==> src/design/dlt_ram.sv <==
// Generic single-port-write, single-port-read RAM with a registered read.
// Depends on nothing.
`timescale 1ns / 1ps

module dlt_ram #(
    parameter int WIDTH = 16,
    parameter int DEPTH = 64
) (
    input  logic                                  i_clk,
    input  logic                                  i_we,
    input  logic [((DEPTH > 1) ? $clog2(DEPTH) : 1)-1:0] i_waddr,
    input  logic [WIDTH-1:0]                      i_wdata,
    input  logic [((DEPTH > 1) ? $clog2(DEPTH) : 1)-1:0] i_raddr,
    output logic [WIDTH-1:0]                      o_rdata
);

    logic [WIDTH-1:0] r_mem [DEPTH];
    logic [WIDTH-1:0] r_rdata;

    // One write and one registered read per cycle.
    always_ff @(posedge i_clk) begin
        if (i_we) begin
            r_mem[i_waddr] <= i_wdata;
        end
        r_rdata <= r_mem[i_raddr];
    end

    assign o_rdata = r_rdata;

endmodule

==> config.mk <==
export PLATFORM = sky130hd
export DESIGN_NAME = dlt_ram
export DESIGN_NICKNAME = d
export VERILOG_FILES = /design/src/design/dlt_ram.sv
export SDC_FILE = /design/constraint.sdc
export NUM_CORES = 1
export LEC_CHECK = 0
export ABC_AREA = 1
export CAP_MARGIN = 10
export CORE_UTILIZATION = 36
export CTS_BUF_LIST = sky130_fd_sc_hd__clkbuf_8
export CTS_CLUSTER_SIZE = 20
export DETAILED_ROUTE_END_ITERATION = 8
export DONT_BUFFER_PORTS = 1
export GPL_TIMING_DRIVEN = 0
export PLACE_DENSITY = 0.47
export RECOVER_POWER = 100
export SYNTH_ARGS = -nofsm -noshare
export SYNTH_HDL_FRONTEND = slang
export SYNTH_SLANG_ARGS = --single-unit
export TNS_END_PERCENT = 20
==> constraint.sdc <==
create_clock -name i_clk -period 4.45 [get_ports i_clk]
set_input_delay 0.445 -clock i_clk [delete_from_list [all_inputs] [get_ports i_clk]]
set_output_delay 0.445 -clock i_clk [all_outputs]
set_load 0.005 [all_outputs]
==> run_results.csv, run 1 <==
group,metric,value,unit
run_status,outcome,"finished with violations",
run_status,violations,"capacitance limit, slew limit",
final_layout,layout_common_cells,"nand2_1, edfxtp_1, nand3_1",
worst_setup_path,crit_arrival,3.60,ns
power_and_ir_drop,p_sw_share,25.4,%
timing,timing.final.max_slew_violations,17,
power_and_ir_drop,p_leak,17.5,nW
power_and_ir_drop,ir_drop,0.328,mV
timing,finalCritPeriodShare,65.3,%
final_layout,multiInputGateArea,9540,µm²
placement,hpwl,98000,µm
worst_setup_path,cp.required,5.15,ns
placement,gp_congestion,0.932,
routing,dr_wl_met3,12000,µm
worst_setup_path,crit_chain,"clkbuf_1 > inv_1 > clkbuf_1 > clkbuf_1 > nand3_1 > nand3_1 > nand2_1 > nand2_1 > nand3_1 > nand3_1 > nand2_1",
routing,ant_nets,0,
timing,worstMarginPinSlew,1.55,ns
floorplan,rows,125,
run,drv_cap,2,
worst_setup_path,crit_fanout,10,
routing,dr.pass1.iters,6,
power_and_ir_drop,internal-power,15.5,mW
logic_synthesis,syn_inst,3517,
clock_network,clock_sinks,1040,
timing,finalHoldViolCount,0,
power_and_ir_drop,powerDensity,430,nW/µm²
worst_setup_path,crit_family,"buffers and inverters",
final_layout,areaGrowthSynthToFinish,14.6,%
final_layout,drive_gt1_share,10.5,%
routing,dr_wl_met2,66800,µm
routing,drt_iter0_drc,3236,
timing,timing.slew.headroom,-4.17,%
global_routing,grt_pass1_vias,26900,
power_and_ir_drop,pwr-share-comb,7.6,%
power_and_ir_drop,pwr-share-seq,52.4,%
worst_setup_path,critPathLaunchType,"primary input",
logic_synthesis,syn_nets,3547,
clock_network,clockBufferDepth,3,
worst_setup_path,cp_common_cell,"nand3_1",
routing,drc,0,
clock_network,cts-root-buf,"clkbuf_8",
final_layout,final_common_cell,"nand2_1",
floorplan,die_area,118000,µm²
logic_synthesis,ys_types,16,
floorplan,initial_core_util,36.3,%
timing,skew,0.0448,ns
clock_network,cts_tree,"built",
timing,setup_violations,0,
global_routing,grtUsageTotal,25.0,%
global_routing,grt_pass1_wl,205000,µm
logic_synthesis,seq_area_frac_synth,73.8,%
power_and_ir_drop,p_sw,5.26,mW
global_routing,grt_max_degree,65,
worst_setup_path,cp-end-kind,"flip-flop",
global_routing,overflow,0,
routing,dr.max_layer_used,"met5",
clock_network,htreeDepth,4,
global_routing,antenna_found_initial,11,
worst_hold_path,hold_class,"primary input to flip-flop",
floorplan,core_area,116000,µm²
floorplan,io-pin-count,46,
placement,dp.cells,5119,
routing,num_vias,28600,
logic_synthesis,postSynthAreaPerCell,12.0,µm²
final_layout,regArea,31100,µm²
worst_setup_path,crit_slowest_cell,"clkbuf_1",
clock_network,cts.reportedPaths.clkPinSlew,0.06,ns
timing,rsz0062_at_grt,"no",
worst_setup_path,slowest_delay,1.09,ns
timing,max_freq,344,MHz
worst_setup_path,cp_num_cells,11,
clock_network,cts_resized,0,
floorplan,die_h,344,µm
final_layout,finalNonFillerCells,5474,
routing,wl_per_cell,27.0,µm
timing,finalSetupTns,0,ns
floorplan,chipWidth,344,µm
worst_setup_path,rr_worst_depth,8,
worst_hold_path,worstHoldPathCells,2,
placement,port-buffer-count,0,
logic_synthesis,synth-seq-cells,1040,
timing,period_minus_slack,2.90,ns
routing,vias_per_cell,5.22,
logic_synthesis,synth.cell_area,42100,µm²
final_layout,fillers,11200,
routing,wl_met1,64900,µm
power_and_ir_drop,clockPowerShare,40.0,%
clock_network,clk_latency,0.93,ns
worst_setup_path,cp_num_buf_inv,4,
routing,wirelength,148000,µm
final_layout,nets,3838,
clock_network,cts_made_buffers,179,
logic_synthesis,yosys_warnings,0,
worst_setup_path,worstSetupPathType,"primary input to flip-flop",
==> synthesized netlist by cell type <==
library cell | n | area, µm²
clkbuf_1 | 26 | 97.6
buf_1 | 17 | 63.8
dfxtp_1 | 16 | 320
nand4_1 | 9 | 56.3
nor4_1 | 8 | 50.1
inv_2 | 2 | 7.51
buf_4 | 19 | 143
nand3_1 | 871 | 4360
inv_8 | 1 | 11.3
buf_2 | 113 | 566
nor2_1 | 56 | 210
edfxtp_1 | 1024 | 30700
inv_1 | 9 | 33.8
nand2_1 | 1296 | 4860
buf_6 | 49 | 552
buf_8 | 1 | 15.0
==> flip-flops by register name, summed over array words and instances, names as in the netlist <==
register	count
o_rdata	16
r_mem	1024
==> power by group through the flow <==
stage	clock network (mW)	logic [mW]	registers, mW
floorplan	0	0.725	11.1
global placement	0	1.28	11.1
detailed placement	0	1.30	11.1
CTS	8.47	1.58	10.9
global route	8.90	1.66	10.9
finish	8.30	1.57	10.9
==> worst register-to-register path, delay by kind of cell, from the launching register on <==
family	cells	cell delay (ns)
simple gates	8	1.22
flops	1	0.37
==> metrics by stage <==
stage	hold WS (ns)	worst slack, ns	utilization (%)	total power [mW]	area (µm²)
final	0.0931	1.55	41.6	20.7	48200
after floorplan	0.544	1.45	-	11.8	42100
after CTS	0.106	2.25	42.5	20.9	49300
after detailed placement	0.556	1.27	39.1	12.4	45400
after global routing	0.0902	1.45	41.5	21.4	48200
after global placement	0.552	-0.902	37.9	12.3	44000
==> timing repair <==
item | 4_1_cts | 5_1_grt
hold buffers | 32 | 0
hold endpoints to repair | 1024 | 0
buffers inserted | 0 | 0
==> final timing paths <==
| kind | slack [ns] | start | end |
|---|---|---|---|
| worst max-delay path | 1.55 | i_raddr[1] | o_rdata[4]$_DFF_P_ |
| worst min-delay path | 0.09 | i_waddr[5] | r_mem[35][14]$_DFFE_PP_ |
| worst max register to register | 2.67 | r_mem[35][9]$_DFFE_PP_ | o_rdata[9]$_DFF_P_ |
| worst min register to register | 1.06 | r_mem[8][13]$_DFFE_PP_ | o_rdata[13]$_DFF_P_ |
==> metal layers <==
layer | up-vias | track usage [%]
li1 | 13000 | -
met1 | 14200 | 35.7
met2 | 1168 | 38.1
met3 | 240 | 5.27
met4 | 4 | 7.75
met5 | - | 0
==> cell type report <==
cell class	count	share of cell area, %
antenna	10	0.0519
buffer	225	2.97
clock buffer	181	5.16
clock inverter	132	1.70
inverter	12	0.109
multi-input combinational	2240	19.8
sequential	1040	64.4
tap	1524	3.95
timing repair buffer	110	1.85
==> logic make-up (layout without fill, tap and decap cells) <==
kind of cell | Yosys count | after routing | share of synthesized area (%)
buffers and inverters | 237 | 660 | 3.54
DFF | 1040 | 1040 | 73.8
and+or+nand+nor | 2240 | 2240 | 22.7
other | 0 | 10 | 0
No activity file was read; power rests on OpenSTA's default activity.
==> run 2: changes to the inputs <==
Clock period 4.45 ns to 3.02 ns, I/O delays scaled along.
==> run 2 against run 1 <==
Against the previous run:
- the run ends with hold timing, capacitance limit, slew limit left
- combinational power is 44% higher
- final area fell by 0.62%
- first-iteration DRC count is 0.77% lower
- cell count is 0.13% higher
- via count about the same
- critical path depth is 5 lower
- routed wire length rose by 0.38%
- core utilization down 0.26 points
- critical endpoint is now r_mem[48][1]$_DFFE_PP_
- sequential power is 47% higher
- largest cell class unchanged
==> run_results.csv, run 2 (synthesized netlist as in run 1, its figures left out) <==
group,metric,value,unit
run_status,outcome,"finished with violations",
run_status,violations,"hold timing, capacitance limit, slew limit",
placement,port-buffer-count,0,
worst_setup_path,crit_arrival,3.26,ns
global_routing,overflow,0,
floorplan,initial_core_util,36.3,%
global_routing,antenna_found_initial,8,
worst_hold_path,worstHoldPathCells,2,
clock_network,clock_sinks,1040,
routing,wirelength,148000,µm
clock_network,cts.reportedPaths.clkPinSlew,0.06,ns
final_layout,multiInputGateArea,9540,µm²
timing,setup_violations,0,
floorplan,die_h,344,µm
power_and_ir_drop,p_leak,17.4,nW
final_layout,regArea,31100,µm²
clock_network,clockBufferDepth,3,
worst_setup_path,r2r_slack,0.81,ns
worst_setup_path,worstSetupPathType,"primary input to flip-flop",
clock_network,cts-root-buf,"clkbuf_8",
placement,dp.cells,5119,
worst_setup_path,cp.required,3.54,ns
clock_network,cts_made_buffers,179,
worst_hold_path,min_to,"r_mem[46][6]$_DFFE_PP_",
timing,finalHoldViolCount,8,
timing,period_minus_slack,2.74,ns
timing,max_freq,365,MHz
routing,dr.pass1.iters,6,
floorplan,core_area,116000,µm²
floorplan,die_area,118000,µm²
timing,hold_ws,-0.0166,ns
final_layout,fillers,11200,
run,drv_cap,17,
timing,finalCritPeriodShare,90.8,%
clock_network,cts_resized,0,
clock_network,cts_tree,"built",
final_layout,finalNonFillerCells,5481,
worst_hold_path,hold_path.startpoint,"i_waddr[5]",
global_routing,grt_pass1_wl,205000,µm
final_layout,layout_common_cells,"nand2_1, edfxtp_1, nand3_1",
timing,worstMarginPinSlew,2.05,ns
routing,num_vias,28600,
clock_network,htreeDepth,4,
routing,ant_nets,0,
floorplan,io-pin-count,46,
worst_setup_path,critPathLaunchType,"primary input",
timing,timing.slew.headroom,-37.0,%
final_layout,final_common_cell,"nand2_1",
power_and_ir_drop,ir_drop,0.476,mV
worst_setup_path,cp-end-kind,"flip-flop",
timing,skew,0.0518,ns
worst_setup_path,crit_fanout,9,
power_and_ir_drop,total_power,30.6,mW
final_layout,fin_util,41.3,%
worst_hold_path,hold_class,"primary input to flip-flop",
routing,wl_per_cell,27.1,µm
power_and_ir_drop,powerDensity,638,nW/µm²
routing,vias_per_cell,5.22,
final_layout,largest-register,"r_mem",
timing,timing.final.max_slew_violations,1047,
worst_setup_path,rr_endpoint,"o_rdata[1]$_DFF_P_",
routing,drc,0,
timing,rsz0062_at_grt,"no",
global_routing,grt_max_degree,65,
clock_network,clk_latency,0.93,ns
final_layout,nets,3843,
global_routing,grt_pass1_vias,26900,
global_routing,grtUsageTotal,25.0,%
worst_setup_path,r2r_start,"r_mem[7][1]$_DFFE_PP_",
final_layout,areaGrowthSynthToFinish,13.9,%
final_layout,drive_gt1_share,10.6,%
placement,gp_congestion,0.932,
routing,drt_iter0_drc,3211,
final_layout,largest_register_ffs,1024,
floorplan,chipWidth,344,µm
worst_setup_path,rr_worst_depth,9,
placement,hpwl,98000,µm
floorplan,rows,125,
-- run 2: changes by cell type in the layout (fill, tap and decap cells not counted), sizes merged --
cell / before / now
clkbuf: 289 / 304
dlygate4sd3: 16 / 21
diode: 10 / 12
buf: 211 / 196
-- run 2: worst max-delay path by stage --
stage                from                endpoint  slack (ns)
6_report             i_we  r_mem[48][1]$_DFFE_PP_        0.28
5_1_grt              i_we  r_mem[48][9]$_DFFE_PP_        0.28
4_1_cts        i_raddr[2]      o_rdata[1]$_DFF_P_        0.60
3_5_place_dp   i_raddr[2]      o_rdata[2]$_DFF_P_       -0.02
3_3_place_gp         i_we  r_mem[50][0]$_DFFE_PP_       -2.19
2_1_floorplan        i_we  r_mem[48][0]$_DFFE_PP_        0.16
-- run 2: per-layer routing --
metal / GRT usage (%) / vias up / part of all wire (%)
met1: 35.7 / 14100 / 44
li1: - / 13000 / -
met4: 7.74 / 2 / 2.9
met5: 0 / - / 0.0074
met2: 38.2 / 1181 / 45
met3: 5.13 / 232 / 8.2
-- run 2: layout make-up --
cell class,instances,share of cell area (%)
multi-input cells,2240,19.9
clock buffers,181,5.20
diodes,12,0.0627
plain buffers,225,2.99
repair buffers,115,1.22
inverters,12,0.110
clock inverters,132,1.71
well taps,1524,3.98
flip-flops and latches,1040,64.8
-- run 2: where the power goes --
group	switching, mW	internal [mW]
logic	1.75	0.506
clock network	5.97	6.28
registers	0.0346	16.0
-- run 2: what timing repair did --
action / 4_1_cts / 5_1_grt
hold buffers: 37 / 0
endpoints found under the hold margin: 1033 / 0
buffers inserted: 0 / 0
-- run 2: critical path, cell delays in order --
cell      delay, ns
clkbuf_1       0.27
nand4_1        0.36
nor4_1         1.08
clkbuf_1       0.34
clkbuf_1       0.45
clkbuf_1       0.45
-- run 2: per-stage QoR --
step / hold WS [ns] / setup slack (ns) / setup TNS [ns] / area (µm²)
floorplan: 0.401 / 0.164 / 0 / 42100
global placement: 0.409 / -2.19 / -406.34 / 44000
detailed placement: 0.413 / -0.0172 / -0.0172 / 45400
CTS: 0.00278 / 0.597 / 0 / 49400
global route: -0.0124 / 0.281 / 0 / 47900
finish: -0.0166 / 0.279 / 0 / 47900
